===== config.mk =====
export PLATFORM = sky130hd
export DESIGN_NAME = hbpm_div
export DESIGN_NICKNAME = d
export VERILOG_FILES = /design/src/rtl/hbpm_div.sv
export SDC_FILE = /design/constraint.sdc
export NUM_CORES = 1
export LEC_CHECK = 0
export BUFFER_PORTS_ARGS = -buffer_cell sky130_fd_sc_hd__buf_2
export CAP_MARGIN = 20
export CORE_MARGIN = 2
export CORE_UTILIZATION = 35
export DETAILED_ROUTE_END_ITERATION = 8
export GPL_ROUTABILITY_DRIVEN = 0
export SLEW_MARGIN = 40
export SYNTH_ARGS = -nofsm -noshare
export SYNTH_HDL_FRONTEND = slang
export SYNTH_SLANG_ARGS = --single-unit

===== constraint.sdc =====
create_clock -name aclk -period 4.1 [get_ports aclk]
set_input_delay 0.82 -clock aclk [delete_from_list [all_inputs] [get_ports aclk]]
set_output_delay 0.82 -clock aclk [all_outputs]
set_load 0.005 [all_outputs]

===== src/rtl/hbpm_div.sv =====
// Pipelined restoring divider: one quotient bit per stage, MSB first.
// Stage i loads when en[i] is high.
module hbpm_div #(
    parameter int NUM_W  = 32,
    parameter int DEN_W  = 16,
    parameter int Q_W    = 8,
    parameter int SIDE_W = 1
) (
    input  logic              aclk,
    input  logic [Q_W-1:0]    en,
    input  logic [NUM_W-1:0]  num_in,
    input  logic [DEN_W-1:0]  den_in,
    input  logic [SIDE_W-1:0] side_in,
    output logic [Q_W-1:0]    quo_out,
    output logic [SIDE_W-1:0] side_out
);

    localparam int W = (NUM_W > DEN_W + Q_W) ? NUM_W : DEN_W + Q_W;

    logic [W-1:0]      rem_reg  [Q_W];
    logic [DEN_W-1:0]  den_reg  [Q_W];
    logic [Q_W-1:0]    quo_reg  [Q_W];
    logic [SIDE_W-1:0] side_reg [Q_W];

    for (genvar i = 0; i < Q_W; i++) begin : g_stage
        localparam int B = Q_W - 1 - i;
        logic [W-1:0]      rem_in;
        logic [DEN_W-1:0]  den_i;
        logic [Q_W-1:0]    quo_i;
        logic [SIDE_W-1:0] side_i;
        logic [W-1:0]      trial;
        logic              fits;

        if (i == 0) begin : g_first
            assign rem_in = W'(num_in);
            assign den_i  = den_in;
            assign quo_i  = '0;
            assign side_i = side_in;
        end else begin : g_next
            assign rem_in = rem_reg[i-1];
            assign den_i  = den_reg[i-1];
            assign quo_i  = quo_reg[i-1];
            assign side_i = side_reg[i-1];
        end

        assign trial = W'(den_i) << B;
        assign fits  = rem_in >= trial;

        always_ff @(posedge aclk) begin
            if (en[i]) begin
                den_reg[i]  <= den_i;
                side_reg[i] <= side_i;
                quo_reg[i]  <= fits ? (quo_i | (Q_W'(1) << B)) : quo_i;
            end
        end

        if (i < Q_W - 1) begin : g_rem
            always_ff @(posedge aclk) begin
                if (en[i]) begin
                    rem_reg[i] <= fits ? rem_in - trial : rem_in;
                end
            end
        end
    end

    assign quo_out  = quo_reg[Q_W-1];
    assign side_out = side_reg[Q_W-1];

endmodule


Word-level counts from Yosys, hierarchy flattened:

Memories as Yosys holds them, arrays and structs flattened.
Cells that the tools add are included.

* flip-flop bits (word level): 0
* RAM bits: 456
* bits of input ports: 58
* output and inout bits: 9
* logic and storage cells: 50
* memories kept: 4

* add/sub/neg operators: 7
* order comparisons: 8
* muxes and demuxes: 31

Memory list
* rem_reg: depth 8, bits a word 32, rd ports 7, clocked after memory_dff 0, write ports 7, RTL line 20 `logic [W-1:0] rem_reg [Q_W];`
* den_reg: depth 8, bits a word 16, rd ports 7, clocked after memory_dff 0, write ports 8, RTL line 21 `logic [DEN_W-1:0] den_reg [Q_W];`
* quo_reg: depth 8, bits a word 8, rd ports 8, clocked after memory_dff 0, write ports 8, RTL line 22 `logic [Q_W-1:0] quo_reg [Q_W];`
* side_reg: depth 8, bits a word 1, rd ports 8, clocked after memory_dff 0, write ports 8, RTL line 23 `logic [SIDE_W-1:0] side_reg [Q_W];`

Operator list (count)
* two-way mux 32 bit: 7
* greater-or-equal comparator 32 x 16 -> 1 bit: 1
* greater-or-equal comparator 32 x 17 -> 1 bit: 1
* greater-or-equal comparator 32 x 18 -> 1 bit: 1
* greater-or-equal comparator 32 x 19 -> 1 bit: 1
* greater-or-equal comparator 32 x 20 -> 1 bit: 1
* greater-or-equal comparator 32 x 21 -> 1 bit: 1
* greater-or-equal comparator 32 x 22 -> 1 bit: 1
* greater-or-equal comparator 32 x 23 -> 1 bit: 1
* subtractor 32 x 17 -> 32 bit: 1
* subtractor 32 x 18 -> 32 bit: 1
* subtractor 32 x 19 -> 32 bit: 1
* subtractor 32 x 20 -> 32 bit: 1
* subtractor 32 x 21 -> 32 bit: 1
* subtractor 32 x 22 -> 32 bit: 1
* subtractor 32 x 23 -> 32 bit: 1
* two-way mux 1 bit: 17
* two-way mux 8 bit: 1
* two-way mux 7 bit: 1
* two-way mux 6 bit: 1
* two-way mux 5 bit: 1
* two-way mux 4 bit: 1
* two-way mux 3 bit: 1
* two-way mux 2 bit: 1

Depth between registers and ports, before layout:

Gate-level depths: netlist of run 1.
An unclocked memory read counts as a cell.

* depth after elaboration: 3
* depth in mapped cells: 14
* depth with buffers taken out: 12

Least setup slack after synthesis of run 1:

OpenSTA, ideal clock, no wires.

* path kind: input -> register
* start: input port den_in[5]
* end: memory rem_reg[0][11] (netlist name) (data pin)
* setup time: 0.260 ns
* arrival: 3.058 ns
* required time: 3.840 ns
* setup slack: 0.782 ns
* stages: 10
* path buffers: 1
* path through: inv_1 > ha_1 > o21a_1 > o211a_1 > a21oi_1 > o21bai_1 > a41o_1 > or3_1 > clkbuf_1 > mux2_2

RTL lines
* from (decl): RTL line 12 `input logic [DEN_W-1:0] den_in,`
* to (decl): RTL line 20

==> results.md, run 1 <==
- Final WL: 40200 um
- Cell area after layout: 23500 um2
- Clock buffer depth: 3
- Initial core utilization: 0.354
- Run status: finished with violations
- Hold-fix buffers, CTS: 0
- CP Data Required Time: 4.39 ns
- Vias in the first global route: 13800
- Max_cap viols: 0
- VDD IR-drop max: 332 uV
- Crit-path leading delay family: compound AO/OA/AOI/OAI gates
- Relative slew margins: 0.530
- IO Count: 67
- Flop-to-flop setup slack: 0.56 ns
- Post-DR wirelength/cell: 14.7 um
- Yosys warnings: 0
- Hold Fails Final Rpt: 0
- Hold path start: quo_reg[0][31]
- Detail Placement HPWL: 30900 um
- Critical Path, Cell by Cell: ha_1 > a211oi_1 > o21bai_1 > a21o_1 > a221oi_1 > o211ai_1 > nor4_4 > buf_4 > mux2_2
- Placed insts: 2664
- DRT Pass-1 Iters: 7
- Synth async-reset ratio: 0
- Clock insertion delay at the later pin of the skew report: 0.56 ns
- Grt ovf: 0
- Final min period: 3.54 ns
- Endpoints failing setup: 0
- GR Util All Layers: 0.130
- Vias/cell: 5.00
- Buf/Inv on CP: 1
- Layout Cells excl Fill: 2739
- Initial antenna violation count: 0
- Syn_area_per_cell: 11.4 um2
- Arrival @ worst endpoint: 3.83 ns
- Port Buffer Count: 66
- Crit-path max FO: 18
- Placeable Area: 59100 um2
- TNS Setup: 0 ns
- Post-CTS Setup Bufs: 0
- Syn Inst Count: 1842
- H-tree level count: 2
- Worst slew pin tran: 0.696 ns
- RSZ-0062 raised after global routing: no
- FP Rows: 89
- Hold Crit Class: register to register
- Synthesized Nets: 2035
- DRC viols: 2
- P&R area growth vs syn: 12.3%
- Power density cells: 563 nW/um2
- Max-slew violations: 0
- Die Wd: 249 um
- Number of distinct library cells after synthesis: 79
- Post-synthesis register bit count: 380
- CP Class: register to register
- ANT nets after route: 0
- Root Buffer: clkbuf_16
- Number of synthesized flops with an enable pin: 380
- Largest net degree at the start of global routing: 56
- Sequential share of the synthesized area: 0.545
- Post-CTS resize count: 0
- ANT cells: 0
- Violated checks: design-rule violations
- Highest clock rate: 283 MHz
- Num CTS Buffers: 41
- Max reg flops: 224
- CTS tree: built
- Die height: 249 um
- Leakage power: 0.00910 uW
- Final Cycle Share: 0.863
- Commonest register cell after synthesis: edfxtp_1
- Clock-pin slew on the worst setup and hold paths: 0.05 ns
- Worst R2R Start: rem_reg[1][9]
- Mapped Area: 20900 um2
- Critical path launch point type: register
- Initial drt markers: 809
- Clk sinks: 380
- Total power: 13200 uW
- Max stage delay on crit path: 0.61 ns
- Crit path from: rem_reg[1][9]
- Min Hold Slack: 0.405 ns
- Critical-path top delay cell: a221oi_1
- Worst setup EP type: register
- Final setup skew: 0.0272 ns
- Global-route wire length before repair: 66900 um
- Share of cells above drive strength 1: 0.0946
- Die ar.: 61800 um2
- Via count: 13700
- Placed Area: 22200 um2
- Final #Nets: 2127
logic make-up after synthesis:
logic type,share of synthesized area
DFF,0.545
adders and majority gates,0.0832
AOI/OAI and AO/OA,0.120
buffers and inverters,0.0378
muxes,0.00872
and+or+nand+nor,0.136
xor gates and xnor gates,0.0690
per-stage QoR:
step | utilization | setup slack, ns
4_1_cts | 0.398 | 0.605
3_3_place_gp | 0.376 | 0.419
5_1_grt | 0.398 | 0.256
2_1_floorplan | - | 0.782
6_report | 0.398 | 0.563
3_5_place_dp | 0.376 | 0.377
worst reg2reg max path, delay by kind of cell, from the launching register on:
kind | cells | cell delay [ns]
buffers and inverters | 1 | 0.28
AOI/OAI and AO/OA | 5 | 1.59
and+or+nand+nor | 1 | 0.30
DFF | 1 | 0.39
adders and majority gates | 1 | 0.37
muxes | 1 | 0.35
routing by layer:
| layer | GRT usage | up-vias | wire length, um |
|---|---|---|---|
| met5 | 0 | - | 0 |
| met4 | 0.0566 | 0 | 1250 |
| met3 | 0.0195 | 78 | 1500 |
| met2 | 0.231 | 319 | 19800 |
| met1 | 0.156 | 6312 | 17700 |
| li1 | - | 6991 | - |
final cells by class:
cell class	instances	area, um2
fill	5572	35600
sequential	380	11400
inverter	164	618
clock inverter	24	176
timing repair buffer	86	495
tap	773	967
multi-input combinational	1261	8750
clock buffer	51	1110
cells in the mapped netlist, types with 16 or more instances:
master,instances,area [um2]
nor4_1,40,250
or3_1,20,125
o21ai_0,116,581
nand2_1,133,499
or4_1,16,120
a21o_1,44,330
clkbuf_1,24,90.1
nor2b_1,23,144
nand4_1,17,106
nor3_1,49,245
inv_1,162,608
nand3_1,25,125
ha_1,128,1600
xnor2_1,62,543
nor2_1,118,443
nand2b_1,31,194
xor2_1,103,902
a21oi_1,110,551
edfxtp_1,380,11400
placed cells by master, fill, tap and decap left out, types with 17 or more instances in the layout:
cell	netlist	final
a21oi_1	110	110
nor2b_1	23	23
nand2_1	133	133
xor2_1	103	103
nand2b_1	31	31
inv_1	162	162
nand3_1	25	25
o21ai_0	116	116
clkbuf_16	0	43
buf_4	2	26
xnor2_1	62	62
nor3_1	49	49
nor4_1	40	40
ha_1	128	128
nand4_1	17	17
nor2_1	118	118
or3_1	20	20
edfxtp_1	380	380
buf_2	9	60
a21o_1	44	44
power breakdown:
| group | internal, uW | switching, uW |
|---|---|---|
| clock | 2040 | 1480 |
| combinational | 1770 | 2260 |
| sequential | 5250 | 452 |
final timing paths:
kind | endpoint | cells past startpoint
max | rem_reg[2][6] | 9
max reg2reg | rem_reg[2][6] | 9
min reg2reg | quo_reg[1][7] | 0
min | quo_reg[1][7] | 0
Power figures use the tool's default switching activity.
==> inputs of run 2 (changes only) <==
PLACE_DENSITY_LB_ADDON = 0.2   (was unset)
==> run 2 against run 1 <==
  * The run still ends with design-rule violations left
  * Non-clock buffer count rose by 2
  * Combinational power about the same
  * Sequential power about the same
  * Worst setup slack gained 0.16 ns
  * Critical endpoint is now rem_reg[4][30]
  * Count of clock-buffer cells in the layout grew 2
  * Fmax is 4.6% higher
  * Global-route usage increased by 0.34 points
  * First-iteration DRC count shrank 21%
  * Largest cell class unchanged
  * Critical path depth up 1
  * Wire length is 1.5% higher
  * Sequential cell count unchanged
==> results.md, run 2 (synthesized netlist as in run 1, its figures left out) <==
- Run status: finished with violations (unchanged)
- Violated checks: design-rule violations (unchanged)
- Max reg flops: 224 (unchanged)
- Hold Crit Class: register to register (unchanged)
- Multi-input gate area: 8750 um2 (unchanged)
- Placed insts: 2666 (was 2664)
- Post-DR wirelength/cell: 14.9 um (was 14.7 um)
- Critical path launch point type: register (unchanged)
- Highest clock rate: 296 MHz (was 283 MHz)
- CTS tree: built (unchanged)
- Final setup skew: 0.0185 ns (was 0.0272 ns)
- Post-CTS Setup Bufs: 0 (unchanged)
- VDD IR-drop max: 274 uV (was 332 uV)
- Port Buffer Count: 66 (unchanged)
- Share of cells above drive strength 1: 0.0974 (was 0.0946)
- Hold-fix buffers, CTS: 0 (unchanged)
- ANT nets after route: 0 (unchanged)
- Layout Cells excl Fill: 2745 (was 2739)
- Reg area: 11400 um2 (unchanged)
- Final WS setup: 0.719 ns (was 0.563 ns)
- Vias/cell: 4.97 (was 5.00)
- Initial antenna violation count: 0 (unchanged)
- Vias in the first global route: 13800 (about the same)
- TNS Setup: 0 ns (unchanged)
- Clock insertion delay at the later pin of the skew report: 0.57 ns (was 0.56 ns)
- Root Buffer: clkbuf_16 (unchanged)
- GR Util All Layers: 0.133 (was 0.130)
- IO Count: 67 (unchanged)
- Hold Fails Final Rpt: 0 (unchanged)
- Arrival @ worst endpoint: 3.68 ns (was 3.83 ns)
- Endpoints failing setup: 0 (unchanged)
- Initial drt markers: 639 (was 809)
- RSZ-0062 raised after global routing: no (unchanged)
- Initial core utilization: 0.354 (unchanged)
- Placeable Area: 59100 um2 (unchanged)
- Die height: 249 um (unchanged)
- Clk sinks: 380 (unchanged)
- Final #Nets: 2132 (was 2127)
- FP Rows: 89 (unchanged)
- Clock buffer depth: 3 (unchanged)
- Final Cycle Share: 0.825 (was 0.863)
- Layout fillers: 5591 (was 5572)
- CP Data Required Time: 4.40 ns (was 4.39 ns)
- Num CTS Buffers: 44 (was 41)
- Relative slew margins: 0.457 (was 0.530)
- Worst slew pin tran: 0.815 ns (was 0.696 ns)
- DRC viols: 2 (unchanged)
- Final min period: 3.38 ns (was 3.54 ns)
- Clock-pin slew on the worst setup and hold paths: 0.06 ns (was 0.05 ns)
- DRT Pass-1 Iters: 7 (unchanged)
- Leakage power: 0.00915 uW (was 0.00910 uW)
- Worst setup EP type: register (unchanged)
- Grt ovf: 0 (unchanged)
- Most frequent cells in the layout: 380 x edfxtp_1, 162 x inv_1, 133 x nand2_1 (unchanged)
- Most common cell after layout, fill and taps aside: edfxtp_1 (unchanged)
- Max-slew violations: 0 (unchanged)
- Crit-path max FO: 3 (was 18)
- Detail Placement HPWL: 31600 um (was 30900 um)
- Power density cells: 569 nW/um2 (was 563 nW/um2)
- Post-CTS resize count: 0 (unchanged)
- Die ar.: 61800 um2 (unchanged)
- ANT cells: 0 (unchanged)
- Largest net degree at the start of global routing: 52 (was 56)
- Final WL: 40800 um (was 40200 um)
- Via count: 13600 (was 13700)
- CP Class: register to register (unchanged)
- H-tree level count: 2 (unchanged)
- Global-route wire length before repair: 68100 um (was 66900 um)
- Post-place setup slack: 0.400 ns (was 0.377 ns)
- Max_cap viols: 0 (unchanged)
- P&R area growth vs syn: 12.9% (was 12.3%)
- Die Wd: 249 um (unchanged)
run 2: changes by cell type in the layout (fill, tap and decap cells not counted):
cell,delta
buf_12,+1
buf_2,+3
buf_4,-2
bufinv_16,+1
clkbuf_16,+2
clkinv_2,-1
clkinv_4,+1
inv_6,+1
o311ai_0,+1
o311ai_1,-1
run 2: worst paths after layout:
path	startpoint	end	slack, ns	cells past startpoint
worst min-delay path	quo_reg[1][22]	quo_reg[1][30]	0.42	0
worst max-delay path	den_reg[1][17]	rem_reg[4][30]	0.72	10
worst min register to register	quo_reg[1][22]	quo_reg[1][30]	0.42	0
worst max register to register	den_reg[1][17]	rem_reg[4][30]	0.72	10
run 2: worst max-delay path, cell delays in order, from the launching register on:
cell and delay, ns:
edfxtp_1 0.43, inv_1 0.08, ha_1 0.23, nor2b_1 0.15, o31a_1 0.25, o21ai_0 0.44, a21oi_1 0.17, o41ai_1 0.57
o21ai_0 0.28, nor4_1 0.39, xor2_1 0.13
run 2: per-layer routing:
metal | up-vias | wire length (um) | share of wire | track usage
met5 | - | 0 | 0 | 0
met4 | 0 | 1570 | 0.038 | 0.0618
met3 | 94 | 1250 | 0.031 | 0.0203
met2 | 230 | 20400 | 0.50 | 0.242
met1 | 6340 | 17500 | 0.43 | 0.154
li1 | 6982 | - | - | -
run 2: area by class of cell:
cell class / count / share of cell area
flip-flops and latches: 380 / 0.483
multi-input cells: 1261 / 0.370
clock buffers: 53 / 0.0489
well taps: 773 / 0.0409
inverters: 164 / 0.0262
repair buffers: 88 / 0.0218
clock inverters: 26 / 0.00926
run 2: through the flow:
step                      instance area [um2]  utilization  hold WS, ns  total power, uW
after floorplan                         20900            -        0.400             8750
after global placement                  22300        0.376        0.406             9730
after detailed placement                22300        0.376        0.405             9790
after CTS                               23600        0.400        0.393            13600
after global routing                    23600        0.400        0.412            14400
final                                   23600        0.400        0.417            13500
run 2: power breakdown:
part           internal [uW]  total, uW  switching, uW
clock network           2200       3710           1510
registers               5250       5700            452
logic                   1770       4040           2270
==> inputs of run 3 (changes only) <==
clock period = 2.7 ns   (was 4.1 ns; I/O delays follow)
==> run 3 against run 2 <==
  * Clock skew up 0.0029 ns
  * Sequential power up 51%
  * Wire length up 21%
  * Register-to-register slack worse by 1.0 ns
  * Critical path depth up 1
  * Worst hold slack worse by 0.28 ns
  * Sequential share of layout area down 11 points
  * Sequential cell count unchanged
  * Die area unchanged
  * Via count up 17%
  * First-iteration DRC count down 5.2%
  * The flow finishes with violations (negative setup slack)
==> results.md, run 3 (synthesized netlist as in run 1, its figures left out) <==
- Final setup skew: 0.0214 ns (was 0.0185 ns)
- FP Rows: 89 (unchanged)
- Root Buffer: clkbuf_16 (unchanged)
- Reg-to-reg endpoint: rem_reg[3][22] (was rem_reg[4][30])
- Power density cells: 816 nW/um2 (was 569 nW/um2)
- Critical path launch point type: register (unchanged)
- Layout fillers: 4995 (was 5591)
- Combinational cell fraction of total power: 0.407 (was 0.300)
- Endpoints failing setup: 154 (was 0)
- Max-slew violations: 0 (unchanged)
- Worst slew pin tran: 0.767 ns (was 0.815 ns)
- Final min period: 2.98 ns (was 3.38 ns)
- Vias in the first global route: 16800 (was 13800)
- Clock-pin slew on the worst setup and hold paths: 0.06 ns (about the same)
- Flop-to-flop setup slack: -0.28 ns (was 0.72 ns)
- Net switching power: 7830 uW (was 4230 uW)
- Most common cell after layout, fill and taps aside: buf_4 (was edfxtp_1)
- Min Hold Slack: 0.139 ns (was 0.417 ns)
- Switching Share: 0.316 (was 0.315)
- Global-route wire length before repair: 80000 um (was 68100 um)
- Clock buffer depth: 3 (unchanged)
- Clock insertion delay at the later pin of the skew report: 0.58 ns (was 0.57 ns)
- Worst R2R Start: rem_reg[2][19] (was den_reg[1][17])
- Max_cap viols: 0 (unchanged)
- Grt ovf: 0 (unchanged)
- Clock Power Share: 0.246 (was 0.276)
- Hold path start: side_in (was quo_reg[1][22])
- Die Wd: 249 um (unchanged)
- IO Count: 67 (unchanged)
- Clk sinks: 380 (unchanged)
- Initial antenna violation count: 0 (unchanged)
- Vias/cell: 4.84 (was 4.97)
- Arrival @ worst endpoint: 3.30 ns (was 3.68 ns)
- Violated checks: negative setup slack (was design-rule violations)
- CP Class: register to register (unchanged)
- Total power: 24800 uW (was 13500 uW)
- CTS tree: built (unchanged)
- DRC viols: 0 (was 2)
- Die height: 249 um (unchanged)
- Num CTS Buffers: 44 (unchanged)
- Share of cells above drive strength 1: 0.410 (was 0.0974)
- Crit-path max FO: 5 (was 3)
- Run status: finished with violations (unchanged)
- Hold depth: 1 (was 0)
- Most frequent cells in the layout: 502 x buf_4, 380 x edfxtp_1, 149 x inv_1 (was 380 x edfxtp_1, 162 x inv_1, 133 x nand2_1)
- Initial core utilization: 0.354 (unchanged)
- Final Cycle Share: 1.10 (was 0.825)
- VDD IR-drop max: 414 uV (was 274 uV)
- H-tree level count: 2 (unchanged)
- Die ar.: 61800 um2 (unchanged)
- GR Util All Layers: 0.156 (was 0.133)
- Highest clock rate: 335 MHz (was 296 MHz)
- Final #Nets: 2684 (was 2132)
- Internal: 17000 uW (was 9220 uW)
- Hold Crit Class: input port to register (was register to register)
- R2r worst-path depth: 11 (was 10)
- Placeable Area: 59100 um2 (unchanged)
- Max reg flops: 224 (unchanged)
- Final WS setup: -0.282 ns (was 0.719 ns)
- Largest net degree at the start of global routing: 57 (was 52)
- ANT nets after route: 0 (unchanged)
- Detail Placement HPWL: 35500 um (was 31600 um)
- RSZ-0062 raised after global routing: yes (was no)
- Initial drt markers: 606 (was 639)
- Hold-fix buffers, CTS: 0 (unchanged)
- Worst setup EP type: register (unchanged)
- Final WL: 49400 um (was 40800 um)
- Via count: 16000 (was 13600)
- Relative slew margins: 0.487 (was 0.457)
- Flop pwr share: 0.347 (was 0.424)
- Port Buffer Count: 66 (unchanged)
- Post-DR wirelength/cell: 15.0 um (was 14.9 um)
- Leakage power: 0.0125 uW (was 0.00915 uW)
- P&R area growth vs syn: 45.0% (was 12.9%)
- Hold Fails Final Rpt: 0 (unchanged)
- Hold EP: side_reg[0][0] (was quo_reg[1][30])
- ANT cells: 0 (unchanged)
- CP Data Required Time: 3.02 ns (was 4.40 ns)
- DRT Pass-1 Iters: 5 (was 7)
run 3: timing repair:
item | in CTS | in global routing
setup endpoints to repair | 173 | 175
pin swaps | 75 | 125
cloned | 10 | 5
endpoints found under the hold margin | 0 | 0
setup buffers | 75 | 31
gates resized for setup | 232 | 228
run 3: worst max path at each step:
stage / startpoint / to / slack [ns] / depth (start not counted)
CTS: rem_reg[2][19] / rem_reg[3][26] / -0.28 / 11
global placement: rem_reg[4][2] / rem_reg[5][24] / -0.37 / 11
global route: rem_reg[2][19] / rem_reg[3][22] / -0.39 / 11
floorplan: rem_reg[2][19] / rem_reg[3][15] / -0.26 / 9
finish: rem_reg[2][19] / rem_reg[3][22] / -0.28 / 11
detailed placement: den_reg[1][16] / rem_reg[4][27] / -0.43 / 13
run 3: worst max-delay path, stage by stage, from the launching register on:
cell and delay, ns:
edfxtp_1 0.39, ha_2 0.21, nor4_4 0.25, nand3b_2 0.11, or3_4 0.33, or4_4 0.43
or4_4 0.46, buf_6 0.14, nand2b_4 0.10, buf_4 0.13, nor4_4 0.03, xor2_1 0.13
run 3: metal layers:
metal | routed length [um] | share of wire | track usage
met5 | 0 | 0 | 0
met2 | 26800 | 0.54 | 0.306
met1 | 19500 | 0.39 | 0.165
met4 | 1770 | 0.036 | 0.0596
met3 | 1450 | 0.029 | 0.0261
run 3: cell type report:
class	count	area, um2	area share
Sequential cell	380	11400	0.376
Inverter	164	638	0.0210
Clock buffer	56	1190	0.0391
Timing Repair Buffer	640	5240	0.172
Multi-Input combinational cell	1261	10600	0.350
Tap cell	773	967	0.0318
Clock inverter	25	308	0.0101
run 3: metrics by stage:
step / std cells / setup TNS [ns] / cell area (um2) / utilization / setup slack, ns
finish: 3299 / -15.02 / 30400 / 0.514 / -0.282
global route: 3299 / -30.82 / 30400 / 0.514 / -0.391
CTS: 3270 / -15.20 / 29200 / 0.494 / -0.280
detailed placement: 3107 / -44.68 / 26100 / 0.441 / -0.430
global placement: 3107 / -37.39 / 26100 / 0.441 / -0.374
floorplan: 1842 / -7.64 / 21500 / - / -0.256
run 3: power groups by stage:
stage          Combinational, uW  Sequential [uW]  Clock, uW
5_1_grt                    11000             8730       6530
4_1_cts                     9320             8580       6270
2_1_floorplan               5050             8520          0
3_3_place_gp                8300             8650          0
3_5_place_dp                8480             8670          0
6_report                   10100             8600       6100
